**src/rtl/core/idalloc_pkg.sv**
```systemverilog
package idalloc_pkg;

  localparam int ID_W = 11;
  localparam int ST_W = 2;

  localparam logic [ID_W-1:0] ID_LIMIT_RST = 11'd1024;

  typedef enum logic [ST_W-1:0] {
    ST_OK        = 2'd0,
    ST_EXHAUSTED = 2'd1,
    ST_HEAP_FULL = 2'd2,
    ST_INVALID   = 2'd3
  } status_t;

  typedef enum logic [2:0] {
    RA_ROOT,
    RA_LAST,
    RA_PARENT,
    RA_LEFT,
    RA_RIGHT
  } raddr_sel_t;

  typedef enum logic [1:0] {
    WD_VAL,
    WD_RD,
    WD_LVAL
  } wdata_sel_t;

  typedef enum logic [2:0] {
    POS_HOLD,
    POS_ZERO,
    POS_COUNT,
    POS_PARENT,
    POS_LEFT,
    POS_RIGHT
  } pos_sel_t;

  typedef enum logic [1:0] {
    VAL_HOLD,
    VAL_RID,
    VAL_RD
  } val_sel_t;

  typedef enum logic [1:0] {
    RID_ZERO,
    RID_RD,
    RID_FRESH
  } res_id_sel_t;

  typedef struct packed {
    logic        load_req;
    raddr_sel_t  raddr_sel;
    logic        we;
    wdata_sel_t  wdata_sel;
    pos_sel_t    pos_sel;
    val_sel_t    val_sel;
    logic        lval_load;
    logic        cnt_inc;
    logic        cnt_dec;
    logic        issue_inc;
    logic        res_load;
    res_id_sel_t res_id_sel;
    status_t     res_status;
    logic        out_load;
  } cmd_t;

  typedef struct packed {
    logic req_recycle;
    logic heap_empty;
    logic heap_full;
    logic exhausted;
    logic id_invalid;
    logic has_left;
    logic has_right;
    logic at_root;
    logic rd_lt_val;
    logic rd_gt_val;
    logic lval_lt_val;
    logic right_wins;
  } stat_t;

endpackage

```
**src/rtl/core/idalloc_ctrl.sv**
```systemverilog
module idalloc_ctrl (
  input  logic               clk,
  input  logic               rst_n,
  input  logic               in_valid,
  output logic               in_ready,
  output logic               out_valid,
  input  logic               out_ready,
  input  idalloc_pkg::stat_t stat,
  output idalloc_pkg::cmd_t  cmd
);

  typedef enum logic [3:0] {
    S_IDLE,
    S_DISP,
    S_POP_TOP,
    S_POP_LAST,
    S_SD_CHK,
    S_SD_L,
    S_SD_R,
    S_PU_CHK,
    S_PU_CMP,
    S_OUT
  } state_t;

  state_t state_r;
  state_t state_nxt;
  logic   out_valid_r;
  logic   out_valid_nxt;

  assign in_ready  = (state_r == S_IDLE);
  assign out_valid = out_valid_r;

  always_comb begin
    cmd           = '0;
    state_nxt     = state_r;
    out_valid_nxt = out_valid_r && !out_ready;
    case (state_r)
      S_IDLE: begin
        if (in_valid) begin
          cmd.load_req = 1'b1;
          state_nxt    = S_DISP;
        end
      end
      S_DISP: begin
        cmd.res_load = 1'b1;
        if (!stat.req_recycle) begin
          if (!stat.heap_empty) begin
            cmd.raddr_sel = idalloc_pkg::RA_ROOT;
            cmd.res_load  = 1'b0;
            state_nxt     = S_POP_TOP;
          end else if (stat.exhausted) begin
            cmd.res_status = idalloc_pkg::ST_EXHAUSTED;
            state_nxt      = S_OUT;
          end else begin
            cmd.issue_inc  = 1'b1;
            cmd.res_id_sel = idalloc_pkg::RID_FRESH;
            state_nxt      = S_OUT;
          end
        end else if (stat.id_invalid) begin
          cmd.res_status = idalloc_pkg::ST_INVALID;
          state_nxt      = S_OUT;
        end else if (stat.heap_full) begin
          cmd.res_status = idalloc_pkg::ST_HEAP_FULL;
          state_nxt      = S_OUT;
        end else begin
          cmd.val_sel = idalloc_pkg::VAL_RID;
          cmd.pos_sel = idalloc_pkg::POS_COUNT;
          cmd.cnt_inc = 1'b1;
          state_nxt   = S_PU_CHK;
        end
      end
      S_POP_TOP: begin
        cmd.res_load   = 1'b1;
        cmd.res_id_sel = idalloc_pkg::RID_RD;
        cmd.raddr_sel  = idalloc_pkg::RA_LAST;
        cmd.cnt_dec    = 1'b1;
        state_nxt      = S_POP_LAST;
      end
      S_POP_LAST: begin
        cmd.val_sel = idalloc_pkg::VAL_RD;
        cmd.pos_sel = idalloc_pkg::POS_ZERO;
        state_nxt   = S_SD_CHK;
      end
      S_SD_CHK: begin
        if (stat.has_left) begin
          cmd.raddr_sel = idalloc_pkg::RA_LEFT;
          state_nxt     = S_SD_L;
        end else begin
          cmd.we    = 1'b1;
          state_nxt = S_OUT;
        end
      end
      S_SD_L: begin
        cmd.lval_load = 1'b1;
        if (stat.has_right) begin
          cmd.raddr_sel = idalloc_pkg::RA_RIGHT;
          state_nxt     = S_SD_R;
        end else if (stat.rd_lt_val) begin
          cmd.we        = 1'b1;
          cmd.wdata_sel = idalloc_pkg::WD_RD;
          cmd.pos_sel   = idalloc_pkg::POS_LEFT;
          state_nxt     = S_SD_CHK;
        end else begin
          cmd.we    = 1'b1;
          state_nxt = S_OUT;
        end
      end
      S_SD_R: begin
        cmd.we = 1'b1;
        if (stat.right_wins) begin
          cmd.wdata_sel = idalloc_pkg::WD_RD;
          cmd.pos_sel   = idalloc_pkg::POS_RIGHT;
          state_nxt     = S_SD_CHK;
        end else if (stat.lval_lt_val) begin
          cmd.wdata_sel = idalloc_pkg::WD_LVAL;
          cmd.pos_sel   = idalloc_pkg::POS_LEFT;
          state_nxt     = S_SD_CHK;
        end else begin
          state_nxt = S_OUT;
        end
      end
      S_PU_CHK: begin
        if (stat.at_root) begin
          cmd.we    = 1'b1;
          state_nxt = S_OUT;
        end else begin
          cmd.raddr_sel = idalloc_pkg::RA_PARENT;
          state_nxt     = S_PU_CMP;
        end
      end
      S_PU_CMP: begin
        cmd.we = 1'b1;
        if (stat.rd_gt_val) begin
          cmd.wdata_sel = idalloc_pkg::WD_RD;
          cmd.pos_sel   = idalloc_pkg::POS_PARENT;
          state_nxt     = S_PU_CHK;
        end else begin
          state_nxt = S_OUT;
        end
      end
      S_OUT: begin
        if (!out_valid_r || out_ready) begin
          cmd.out_load  = 1'b1;
          out_valid_nxt = 1'b1;
          state_nxt     = S_IDLE;
        end
      end
      default: begin
        state_nxt = S_IDLE;
      end
    endcase
  end

  always_ff @(posedge clk) begin
    if (!rst_n) begin
      state_r     <= S_IDLE;
      out_valid_r <= 1'b0;
    end else begin
      state_r     <= state_nxt;
      out_valid_r <= out_valid_nxt;
    end
  end

endmodule

```
**config.mk**
```make
export PLATFORM = sky130hd
export DESIGN_NAME = idalloc_ctrl
export DESIGN_NICKNAME = d
export VERILOG_FILES = /design/src/rtl/core/idalloc_pkg.sv /design/src/rtl/core/idalloc_ctrl.sv
export SDC_FILE = /design/constraint.sdc
export NUM_CORES = 1
export LEC_CHECK = 0
export ABC_AREA = 0
export BUFFER_PORTS_ARGS = -buffer_cell sky130_fd_sc_hd__buf_2
export CORE_AREA = 8 8 48 50
export DETAILED_ROUTE_END_ITERATION = 6
export DIE_AREA = 0 0 56 58
export MAX_ROUTING_LAYER = met4
export PLACE_DENSITY = 0.8
export SLEW_MARGIN = 40
export SYNTH_ARGS = -nofsm -noshare
export SYNTH_HDL_FRONTEND = slang
export SYNTH_SLANG_ARGS = --single-unit
```
**constraint.sdc**
```tcl
create_clock -name clk -period 4.1 [get_ports clk]
set_clock_uncertainty 0.2 [all_clocks]
set_input_delay 0.41 -clock clk [delete_from_list [all_inputs] [get_ports clk]]
set_output_delay 0.41 -clock clk [all_outputs]
set_load 0.05 [all_outputs]
```
# [Word level (Yosys, flattened, before mapping)]
# Index checks and enable logic that the tools add are counted.
[op_classes] n_addsub=0 n_mul=0 n_div=0 magnitude_cmp=0 eq_ne=11 n_shift=0 n_mux=57 bitwise=0 reduce_logical=7
[op_table] cell="2-to-1 mux 4 bit" count=19
[op_table] cell="case mux 4 bit (10 select lines)" count=1
[op_table] cell="2-to-1 mux 1 bit" count=20
[op_table] cell="== test 4 x 3 -> 1 bit, second input constant" count=4
[op_table] cell="case mux 3 bit (5 select lines)" count=1
[op_table] cell="2-to-1 mux 2 bit" count=7
[op_table] cell="case mux 3 bit (4 select lines)" count=1
[op_table] cell="2-to-1 mux 5 bit" count=2
[op_table] cell="== test 4 x 2 -> 1 bit, second input constant" count=2
[op_table] cell="== test 4 bit, second input constant" count=2
[op_table] cell="2-to-1 mux 6 bit" count=1
[op_table] cell="case mux 2 bit (3 select lines)" count=1
[op_table] cell="case mux 3 bit (2 select lines)" count=1
[op_table] cell="== test 4 x 1 -> 1 bit, second input constant" count=1
[op_table] cell="zero test 4 bit" count=1
[op_table] cell="!= test 2 bit, second input constant" count=2
[op_table] cell="case mux 1 bit (4 select lines)" count=1
[op_table] cell="case mux 2 bit (2 select lines)" count=1
[op_table] cell="2-to-1 mux 3 bit" count=1
[op_table] cell="zero test 1 bit" count=2
[op_table] cell="AND reduction 2 bit" count=1
[op_table] cell="OR reduction 2 bit" count=1
[op_table] cell="logical AND 1 bit" count=1
[op_table] cell="logical OR 1 bit" count=1
[totals] ff_bits=5 latch_bits=0 mem_bits_rw=0 romBits=0 inputBits=16 output_inout_bits=24 word_cells=77 memories=0

# [Longest topological paths before layout]
# Gate-level depths: netlist of the first run.
[depth] word_depth=4 depth_mapped=6 mapped_depth_nobuf=4

# [Least setup slack after synthesis of the first run]
# Ideal clock, no wire load.
[synth_timing] kind="flip-flop to output port" from="register state_r[1]" to="output port cmd[21] (netlist bit)" arrival_ns=2.757 t_required_ns=3.490 path_slack_ns=0.733 path_stages_with_launch=5 path_buffers=2 cell_sequence="dfxtp_1 -> buf_6 -> clkbuf_1 -> nor4_1 -> and2_1"
[synth_lines] element="start: declaration" line="idalloc_ctrl.sv:25" text="state_t state_r;"
[synth_lines] element="start signal: assignment" line="idalloc_ctrl.sv:159" text="state_r <= state_nxt;"
[synth_lines] element="end: declaration" line="idalloc_ctrl.sv:9" text="output idalloc_pkg::cmd_t cmd"

==> results of run 1 <==
==> flip-flops by register name, indices dropped and copies added (netlist names) <==
register / count
state_r: 4
out_valid: 1
==> cells by family (layout without fill, tap and decap cells) <==
logic type             Yosys count  count (layout)  share of synthesized area [%]
AO/OA/AOI/OAI                   26              26                           24.4
buffers and inverters           13              46                           9.63
flip-flops                       5               5                           14.8
multiplexers                     1               1                           1.48
AND/OR/NAND/NOR                 61              61                           49.6
==> where the power goes <==
part | switching [mW] | leakage, nW | internal [mW]
clock | 0.0197 | 0.0150 | 0.0368
sequential | 0.0365 | 0.0409 | 0.0581
combinational | 0.201 | 0.356 | 0.0761
==> synthesized netlist by cell type (all sizes together) <==
master	instances	area, µm²
nor2	15	56.3
nand2	8	30.0
nand3	8	40.0
nor3	7	35.0
o21ai	7	35.0
a21oi	6	30.0
clkbuf	6	22.5
dfxtp	5	100
buf	4	31.3
a31oi	3	18.8
and2	3	18.8
inv	3	11.3
nand2b	3	18.8
nor2b	3	18.8
a21o	2	15.0
nand3b	2	15.0
nand4	2	12.5
nor3b	2	15.0
nor4b	2	17.5
o211ai	2	15.0
o21a	2	15.0
a21boi	1	7.51
a32o	1	10.0
and4	1	8.76
and4b	1	10.0
and4bb	1	16.3
mux2i	1	10.0
nor4	1	6.26
nor4bb	1	10.0
o21bai	1	7.51
o41a	1	11.3
or3	1	6.26
==> layout by cell type (no fill, tap or decap), drive strengths merged <==
cell type	synthesis	final
nor2b	3	3
mux2i	1	1
a21o	2	2
buf	4	39
o21a	2	2
nand3b	2	2
nor4bb	1	1
nand4	2	2
nand3	8	8
o41a	1	1
and4	1	1
dfxtp	5	5
nor4b	2	2
and2	3	3
inv	3	3
a31oi	3	3
nor3	7	7
o21ai	7	7
nand2	8	8
o21bai	1	1
o211ai	2	2
clkbuf	6	4
a21oi	6	6
a21boi	1	1
nor2	15	15
nor3b	2	2
or3	1	1
and4b	1	1
a32o	1	1
nor4	1	1
and4bb	1	1
nand2b	3	3
==> stage by stage <==
| stage | total power [mW] | util (%) | setup WS, ps |
|---|---|---|---|
| 6_report | 0.428 | 53.6 | 1490 |
| 5_1_grt | 0.458 | 53.6 | 1260 |
| 4_1_cts | 0.433 | 53.6 | 1460 |
| 3_5_place_dp | 0.374 | 51.9 | 1730 |
| 3_3_place_gp | 0.369 | 51.9 | 1830 |
| 2_1_floorplan | 0.324 | - | 733 |
==> layout make-up <==
cell class	count	area, µm²
sequential	5	100
tap	17	21.3
inverter	3	11.3
timing repair buffer	39	195
fill	173	749
multi-input combinational	88	510
clock buffer	4	26.3
==> layer usage <==
layer  vias to the layer above  track usage (%)  share of wire [%]
met1                       394             14.6                 43
li1                        451                -                  -
met4                         0             4.81                  0
met5                         -                -                  0
met3                         0             1.53                6.8
met2                        42             20.9                 50
==> critical path, cell delays in order, from the launching register on <==
cell      delay, ps
dfxtp_1         690
nand2b_1        170
nand2b_1        310
nor4b_1         280
buf_2           310
==> path summary, 6_finish.rpt <==
kind	end	slack, ps	cells after the start
setup / recovery	cmd[4]	1490	4
hold / removal	state_r[2]	240	2
setup reg to reg	state_r[3]	2040	4
hold reg to reg	out_valid	530	3
==> reports/qor.txt, run 1 <==
io pins - 40
CP Data Arrival Time - 2000 ps
Clock Tree Root - clkbuf_4
CTS sink cnt - 5
Worst-Skew Late Latency - 240 ps
CTS tree - done
overflow left after global routing - 0
Placer Congestion - 0.910
Cell Area, Synth - 676 µm²
RSZ-0062 raised after global routing - no
DRT iter0 DRCs - 20
hold_buf cts - 0
Worst VDD drop - 0.196 mV
detailed-route wire length per cell - 13.2 µm
core area - 0.00161 mm²
fin crit period - 2610 ps
sequential fraction of the synthesis area - 14.8%
DRT antenna net count - 0
drt first pass iters - 4
vias per cell - 5.69
Detailed Route WL - 2060 µm
final slew viol count - 0
DRC viols - 0
post-synth net total - 122
Worst R2R Start - state_r[3]
largest net degree at the start of global routing - 21
count of cell types in the netlist - 35
Overall Global Routing Usage - 12.4%
Pleak - 0.412 nW
critical path class - reg -> out
Die Y - 58 µm
Die X - 56 µm
row count - 15
placed cell area - 838 µm²
Slew @ Worst Pin - 596 ps
final hold vios - 0
Port-buffer cells - 39
first-pass GRT wire length - 3470 µm
worst hold path type - in -> reg
Crit Path Max Fanout - 20
Cells after Synth - 106
Fin Setup TNS - 0 ps
DP Cell Count - 152
non-filler cells, final - 156
Ys Warns - 0
fin crit share - 63.8%
Finished Cell Area - 865 µm²
Initial Util - 41.9%
clock slew at reported path FFs - 40 ps
pwr/cell area - 495 mW/mm²
hpwl dp - 1670 µm
vias in the first global route - 840
run status - finished clean
Post-layout nets - 156
Post-CTS Resized - 0
Die Area - 0.00325 mm²
WP data required - 3490 ps
share of cells above drive strength 1 - 30.9%
relative slew slack - 60.2%
critical path launch point type - register
critical path endpoint category - output pin
Hold Slack - 243 ps
max_cap viols - 0
initial antenna violation count - 0
total setup buffers inserted after CTS - 0
Setup crit start - state_r[0]
HP Start - rst_n
diode count - 0
clk buf depth - 2
cts bufs inserted - 3
endpoints failing setup - 0
area grow syn2layout - 28.0%
synthesized area per cell - 6.37 µm²
f_max - 0.382 GHz
H-tree Lvls - 1
total number of vias - 887
Seq cells post-synth - 5
(Power assumes the default switching activity.)
==> inputs of run 2 (changes only) <==
--- a/config.mk
+++ b/config.mk
@@ -7,11 +7,11 @@
 export LEC_CHECK = 0
 export ABC_AREA = 0
 export BUFFER_PORTS_ARGS = -buffer_cell sky130_fd_sc_hd__buf_2
-export CORE_AREA = 8 8 48 50
+export CORE_AREA = 8 8 50 52
 export DETAILED_ROUTE_END_ITERATION = 6
-export DIE_AREA = 0 0 56 58
+export DIE_AREA = 0 0 58 60
 export MAX_ROUTING_LAYER = met4
-export PLACE_DENSITY = 0.8
+export PLACE_DENSITY = 0.73
 export SLEW_MARGIN = 40
 export SYNTH_ARGS = -nofsm -noshare
 export SYNTH_HDL_FRONTEND = slang
==> constraint.sdc (replaced) <==
create_clock -name clk -period 2.7 [get_ports clk]
set_clock_uncertainty 0.2 [all_clocks]
set_input_delay 0.27 -clock clk [delete_from_list [all_inputs] [get_ports clk]]
set_output_delay 0.27 -clock clk [all_outputs]
set_load 0.05 [all_outputs]
==> reports/qor.txt, run 2 (synthesis results as in run 1) <==
run status - finished clean
worst hold path type - in -> reg
f_max - 0.398 GHz
CTS sink cnt - 5 (unchanged)
diode count - 0 (unchanged)
Finished Cell Area - 892 µm² (+3.2%)
initial antenna violation count - 0 (unchanged)
hold_buf cts - 0 (unchanged)
Placer Congestion - 0.872 (-4.2%)
Pleak - 0.427 nW (+3.6%)
Clock Tree Root - clkbuf_4
Most flops, register - state_r
RSZ-0062 raised after global routing - no
Die X - 58 µm (+3.6%)
core area - 0.00180 mm² (+12%)
critical path launch point type - register
Detailed Route WL - 2130 µm (+3.3%)
pwr/cell area - 749 mW/mm² (+51%)
non-filler cells, final - 159 (+1.9%)
H-tree Lvls - 1 (unchanged)
critical path class - reg -> out
final slew viol count - 0 (unchanged)
Hold Crit Depth - 2 (unchanged)
share of cells above drive strength 1 - 33.3% (+2.4 points)
fin crit share - 93.2%
DRC viols - 0 (unchanged)
Port-buffer cells - 39 (unchanged)
clk buf depth - 2 (unchanged)
total number of vias - 852 (-3.9%)
Reg2Reg Depth - 4 (unchanged)
hpwl dp - 1760 µm (+5.9%)
Slew @ Worst Pin - 623 ps (+27.3 ps)
area grow syn2layout - 32.0%
Crit Path Max Fanout - 20 (unchanged)
relative slew slack - 58.4% (-1.8 points)
final hold vios - 0 (unchanged)
largest net degree at the start of global routing - 21 (unchanged)
total setup buffers inserted after CTS - 0 (unchanged)
detailed-route wire length per cell - 13.4 µm (+1.4%)
overflow left after global routing - 0 (unchanged)
CP Data Arrival Time - 2050 ps (+50 ps)
Initial Util - 37.5% (-4.4 points)
Die Y - 60 µm (+3.4%)
Die Area - 0.00348 mm² (+7.1%)
cts bufs inserted - 3 (unchanged)
io pins - 40 (unchanged)
Post-CTS Resized - 0 (unchanged)
max_cap viols - 0 (unchanged)
FILL cells - 192 (+11%)
row count - 16 (+1)
first-pass GRT wire length - 3450 µm (-0.58%)
Worst-Skew Late Latency - 240 ps (about the same)
DRT antenna net count - 0 (unchanged)
clock slew at reported path FFs - 40 ps (about the same)
placed cell area - 866 µm² (+3.3%)
CTS tree - done
fin crit period - 2520 ps
Worst VDD drop - 0.332 mV (+69%)
max FFs per register - 4 (unchanged)
Post-layout nets - 158 (+1.3%)
DRT iter0 DRCs - 4 (-80%)
DP Cell Count - 155 (+2.0%)
vias in the first global route - 808 (-3.8%)
most frequent cells in the layout - buf_2 (39), nor2_1 (15), nand2_1 (8), nand3_1 (8)
total design power - 0.668 mW (+56%)
most common cell after layout, fill and taps aside - buf_2
vias per cell - 5.36 (-5.8%)
drt first pass iters - 4 (unchanged)
Overall Global Routing Usage - 12.5% (+0.14 points)
critical path endpoint category - output pin
WP data required - 2230 ps (-1260 ps)
endpoints failing setup - 0 (unchanged)
==> run 2: where the power goes <==
group	leakage, nW	total, mW	switching [mW]	internal, mW
combinational	0.371	0.449	0.323	0.126
clock	0.0150	0.0853	0.0295	0.0558
sequential	0.0409	0.134	0.0458	0.0882
total	0.427	0.668	0.398	0.270
==> run 2: final timing paths <==
path | start | end | slack [ps]
worst max-delay path | state_r[0] | cmd[4] | 180
worst min-delay path | rst_n | state_r[2] | 100
worst max register to register | state_r[3] | state_r[3] | 610
worst min register to register | out_valid | out_valid | 490
==> run 2: final cells by class <==
class / count / area [µm²] / share of cell area, %
timing repair buffer: 41 / 210 / 23.6
clock buffer: 4 / 26.3 / 2.95
inverter: 3 / 11.3 / 1.26
multi-input combinational: 88 / 522 / 58.5
sequential: 5 / 100 / 11.2
tap: 18 / 22.5 / 2.52
==> run 2: worst max-delay path, cell delays in order (launching register included) <==
cell and delay [ps]:
dfxtp_1 710, nand2b_1 160, nand2b_1 310, nor4b_1 300, buf_2 320
==> run 2: metal layers <==
metal,up-vias,track usage [%],wire length (µm),part of all wire (%)
met4,0,6.29,0,0
met3,0,3.01,134,6.3
met5,-,-,0,0
li1,453,-,-,-
met1,371,14.7,985,46
met2,28,19.6,1010,47
==> run 2: through the flow <==
stage          setup WS, ps  hold WS, ps  util [%]  setup TNS [ps]
6_report                185          101      49.5               0
5_1_grt                9.48          100      49.5               0
4_1_cts                 151         96.9      49.5               0
3_5_place_dp            430          350      48.1               0
3_3_place_gp            530          350      48.1               0
2_1_floorplan          -366          187         -            -732
==> inputs of run 3 (changes only) <==
--- a/config.mk
+++ b/config.mk
@@ -5,13 +5,13 @@
 export SDC_FILE = /design/constraint.sdc
 export NUM_CORES = 1
 export LEC_CHECK = 0
-export ABC_AREA = 0
+export ABC_AREA = 1
 export BUFFER_PORTS_ARGS = -buffer_cell sky130_fd_sc_hd__buf_2
-export CORE_AREA = 8 8 50 52
+export CORE_AREA = 8 8 48 50
 export DETAILED_ROUTE_END_ITERATION = 6
-export DIE_AREA = 0 0 58 60
+export DIE_AREA = 0 0 56 58
 export MAX_ROUTING_LAYER = met4
-export PLACE_DENSITY = 0.73
+export PLACE_DENSITY = 0.75
 export SLEW_MARGIN = 40
 export SYNTH_ARGS = -nofsm -noshare
 export SYNTH_HDL_FRONTEND = slang
==> reports/qor.txt, run 3 <==
Fin Setup TNS - 0 ps (unchanged)
detailed-route wire length per cell - 11.5 µm (-14%)
top post-synthesis cells by count - nand2_1 (30), inv_1 (18), nor2_1 (17), inv_2 (8), nand3_1 (8)
Async SR Flop Fraction - 0% (unchanged)
post-synthesis adder-cell area fraction - 0% (unchanged)
critical path class - reg -> out
Port-buffer cells - 39 (unchanged)
crit-path most repeated cell - nand2_1
combinational fraction of design power - 73.2% (+6.0 points)
total setup buffers inserted after CTS - 0 (unchanged)
fin crit period - 2080 ps (-432 ps)
Ys Warns - 0 (unchanged)
WP data required - 2230 ps (about the same)
Post-layout nets - 173 (+9.5%)
pwr/cell area - 950 mW/mm² (+27%)
row count - 15 (-1)
Flop pwr share - 15.7% (-4.4 points)
Cells after Synth - 114 (+7.5%)
Crit path max-delay family - buffers and inverters
most frequent cells in the layout - buf_2 (39), nand2_1 (30), inv_1 (18)
Worst-Skew Late Latency - 240 ps (about the same)
vias per cell - 4.83 (-9.8%)
CTS tree - done
Post-CTS Resized - 0 (unchanged)
Overall Global Routing Usage - 12.0% (-0.48 points)
placed cell area - 815 µm² (-5.9%)
Psw - 0.513 mW (+29%)
Worst VDD drop - 0.337 mV (+1.6%)
Clock Tree Root - clkbuf_4
Switching Share - 64.1% (+4.5 points)
Most flops, register - state_r
CP Data Arrival Time - 1610 ps (-440 ps)
fin crit share - 77.2% (-16 points)
share of cells above drive strength 1 - 38.5% (+5.1 points)
overflow left after global routing - 0 (unchanged)
Post-synth EDFFs - 0 (unchanged)
Cell Area, Synth - 606 µm² (-10%)
Die Area - 0.00325 mm² (-6.7%)
FILL cells - 176 (-8.3%)
io pins - 40 (unchanged)
Finished Cell Area - 841 µm² (-5.8%)
post-synthesis cell type with the largest combined area - nand2_1
vias in the first global route - 793 (-1.9%)
DRC viols - 0 (unchanged)
DP Cell Count - 169 (+9.0%)
non-filler cells, final - 173 (+8.8%)
DRT iter0 DRCs - 20 (+16)
final slew viol count - 0 (unchanged)
H-tree Lvls - 1 (unchanged)
synthesized area per cell - 5.31 µm² (-17%)
Compound-Gate Fraction of Synth Area - 9.92% (-15 points)
Crit Path Max Fanout - 5 (-75%)
f_max - 0.480 GHz (+21%)
total number of vias - 836 (-1.9%)
Hold Crit Depth - 3 (+1)
Die X - 56 µm (-3.4%)
DRT antenna net count - 0 (unchanged)
Placer Congestion - 0.989 (+13%)
clock slew at reported path FFs - 50 ps (about the same)
RSZ-0062 raised after global routing - no
area grow syn2layout - 38.8%
largest family of logic cells by synthesized area - simple AND/OR/NAND/NOR gates
cts bufs inserted - 3 (unchanged)
CTS sink cnt - 5 (unchanged)
top-count cell post-synth - nand2_1
relative slew slack - 78.6% (+20 points)
top post-synthesis cells by area - nand2_1 (19%), dfxtp_1 (17%), inv_1 (11%), nor2_1 (11%), nand3_1 (6.6%)
drt first pass iters - 4 (unchanged)
FF-to-FF setup slack - 1240 ps (+630 ps)
HP Start - rst_n
largest net degree at the start of global routing - 8 (-62%)
Pleak - 0.573 nW (+34%)
sequential fraction of the synthesis area - 16.5% (+1.7 points)
worst hold path type - in -> reg
top cell type's share of synthesized area - 18.6% (+3.8 points)
mux contribution to synthesized area - 0% (-1.5 points)
RR Endpoint - state_r[3]
most common cell after layout, fill and taps aside - buf_2
run status - finished clean
critical path endpoint category - output pin
post-synthesis xor/xnor area fraction - 0% (unchanged)
core area - 0.00161 mm² (-10%)
Post-Synth Simple-Gate Area - 56.2% (+6.6 points)
first-pass GRT wire length - 3290 µm (-4.6%)
post-synth net total - 130 (+6.6%)
hold endpoint - state_r[3]
final hold vios - 0 (unchanged)
top_reg_cell synth - dfxtp_1
power share of the clock group - 11.2% (-1.6 points)
diode count - 0 (unchanged)
Slew @ Worst Pin - 320 ps (-303 ps)
Detailed Route WL - 1990 µm (-6.6%)
cells along the critical path - inv_2 -> nor2_2 -> nand2_1 -> inv_2 -> nand2_1 -> nand2_1 -> inv_1 -> nand2_1 -> buf_2
CP max-delay cell - dfxtp_1
critical path launch point type - register
Die Y - 58 µm (-3.3%)
Seq cells post-synth - 5 (unchanged)
clk buf depth - 2 (unchanged)
hpwl dp - 1740 µm (-1.6%)
max_cap viols - 0 (unchanged)
count of cell types in the netlist - 20 (-43%)
endpoints failing setup - 0 (unchanged)
Worst R2R Start - state_r[3]
internal power - 0.287 mW (+6.3%)
max FFs per register - 4 (unchanged)
Max stage delay on crit path - 460 ps (-250 ps)
Buf/Inv on CP - 4 (+3)
Reg2Reg Depth - 9 (+5)
Initial Util - 37.5% (about the same)
hold_buf cts - 0 (unchanged)
initial antenna violation count - 0 (unchanged)
run 3: cell count changes in the layout (fill, tap and decap cells not counted), sizes merged, moves of 3 or more:
cell | previous run | this run
and2 | 3 | 0
inv | 3 | 26
nand2 | 8 | 32
nand2b | 3 | 0
nor2 | 15 | 22
nor2b | 3 | 0
nor3 | 7 | 2
o21ai | 7 | 4
run 3: how the worst max path moves through the flow:
stage | from | to | slack (ps) | cells after the start
6_report | state_r[2] | cmd[12] | 620 | 9
5_1_grt | state_r[2] | cmd[12] | 480 | 9
2_1_floorplan | state_r[3] | cmd[4] | 20 | 5
4_1_cts | state_r[2] | cmd[15] | 620 | 9
3_3_place_gp | state_r[2] | cmd[12] | 900 | 9
3_5_place_dp | state_r[2] | cmd[12] | 880 | 9
run 3: stage by stage:
step	total power [mW]	hold WS (ps)	setup slack [ps]	utilization (%)
finish	0.799	36.0	617	52.1
global route	0.860	51.1	477	52.1
CTS	0.803	39.3	622	52.1
detailed placement	0.713	291	878	50.5
global placement	0.701	274	903	50.5
floorplan	0.588	168	16.1	-
run 3: logic make-up after synthesis:
kind of cell	after synthesis
AOI/OAI and AO/OA	10
DFF	5
and+or+nand+nor	72
buffers and inverters	27
run 3: routing by layer:
metal / track usage, % / up-vias / share of wire, %
li1: - / 443 / -
met4: 5.15 / 0 / 2.0
met3: 3.28 / 6 / 7.0
met5: - / - / 0
met2: 20.6 / 32 / 48
met1: 12.8 / 355 / 43
run 3: final cells by class:
cell class / instances / area [µm²] / area share (%)
Multi-Input combinational cell: 82 / 400 / 47.6
Timing Repair Buffer: 39 / 195 / 23.2
Sequential cell: 5 / 100 / 11.9
Inverter: 26 / 97.6 / 11.6
Clock buffer: 4 / 26.3 / 3.13
Tap cell: 17 / 21.3 / 2.53
run 3: power groups by stage:
stage	Clock, mW	Combinational, mW	Sequential, mW
final	0.0891	0.585	0.125
after global routing	0.0993	0.631	0.129
after CTS	0.0908	0.588	0.125
after detailed placement	0	0.586	0.127
after global placement	0	0.577	0.124
after floorplan	0	0.464	0.125
run 3: worst register-to-register path: cells and delay by family (launching register included):
family	cells	cell delay, ps
flops	1	500
buf+inv	2	130
simple gates	7	540
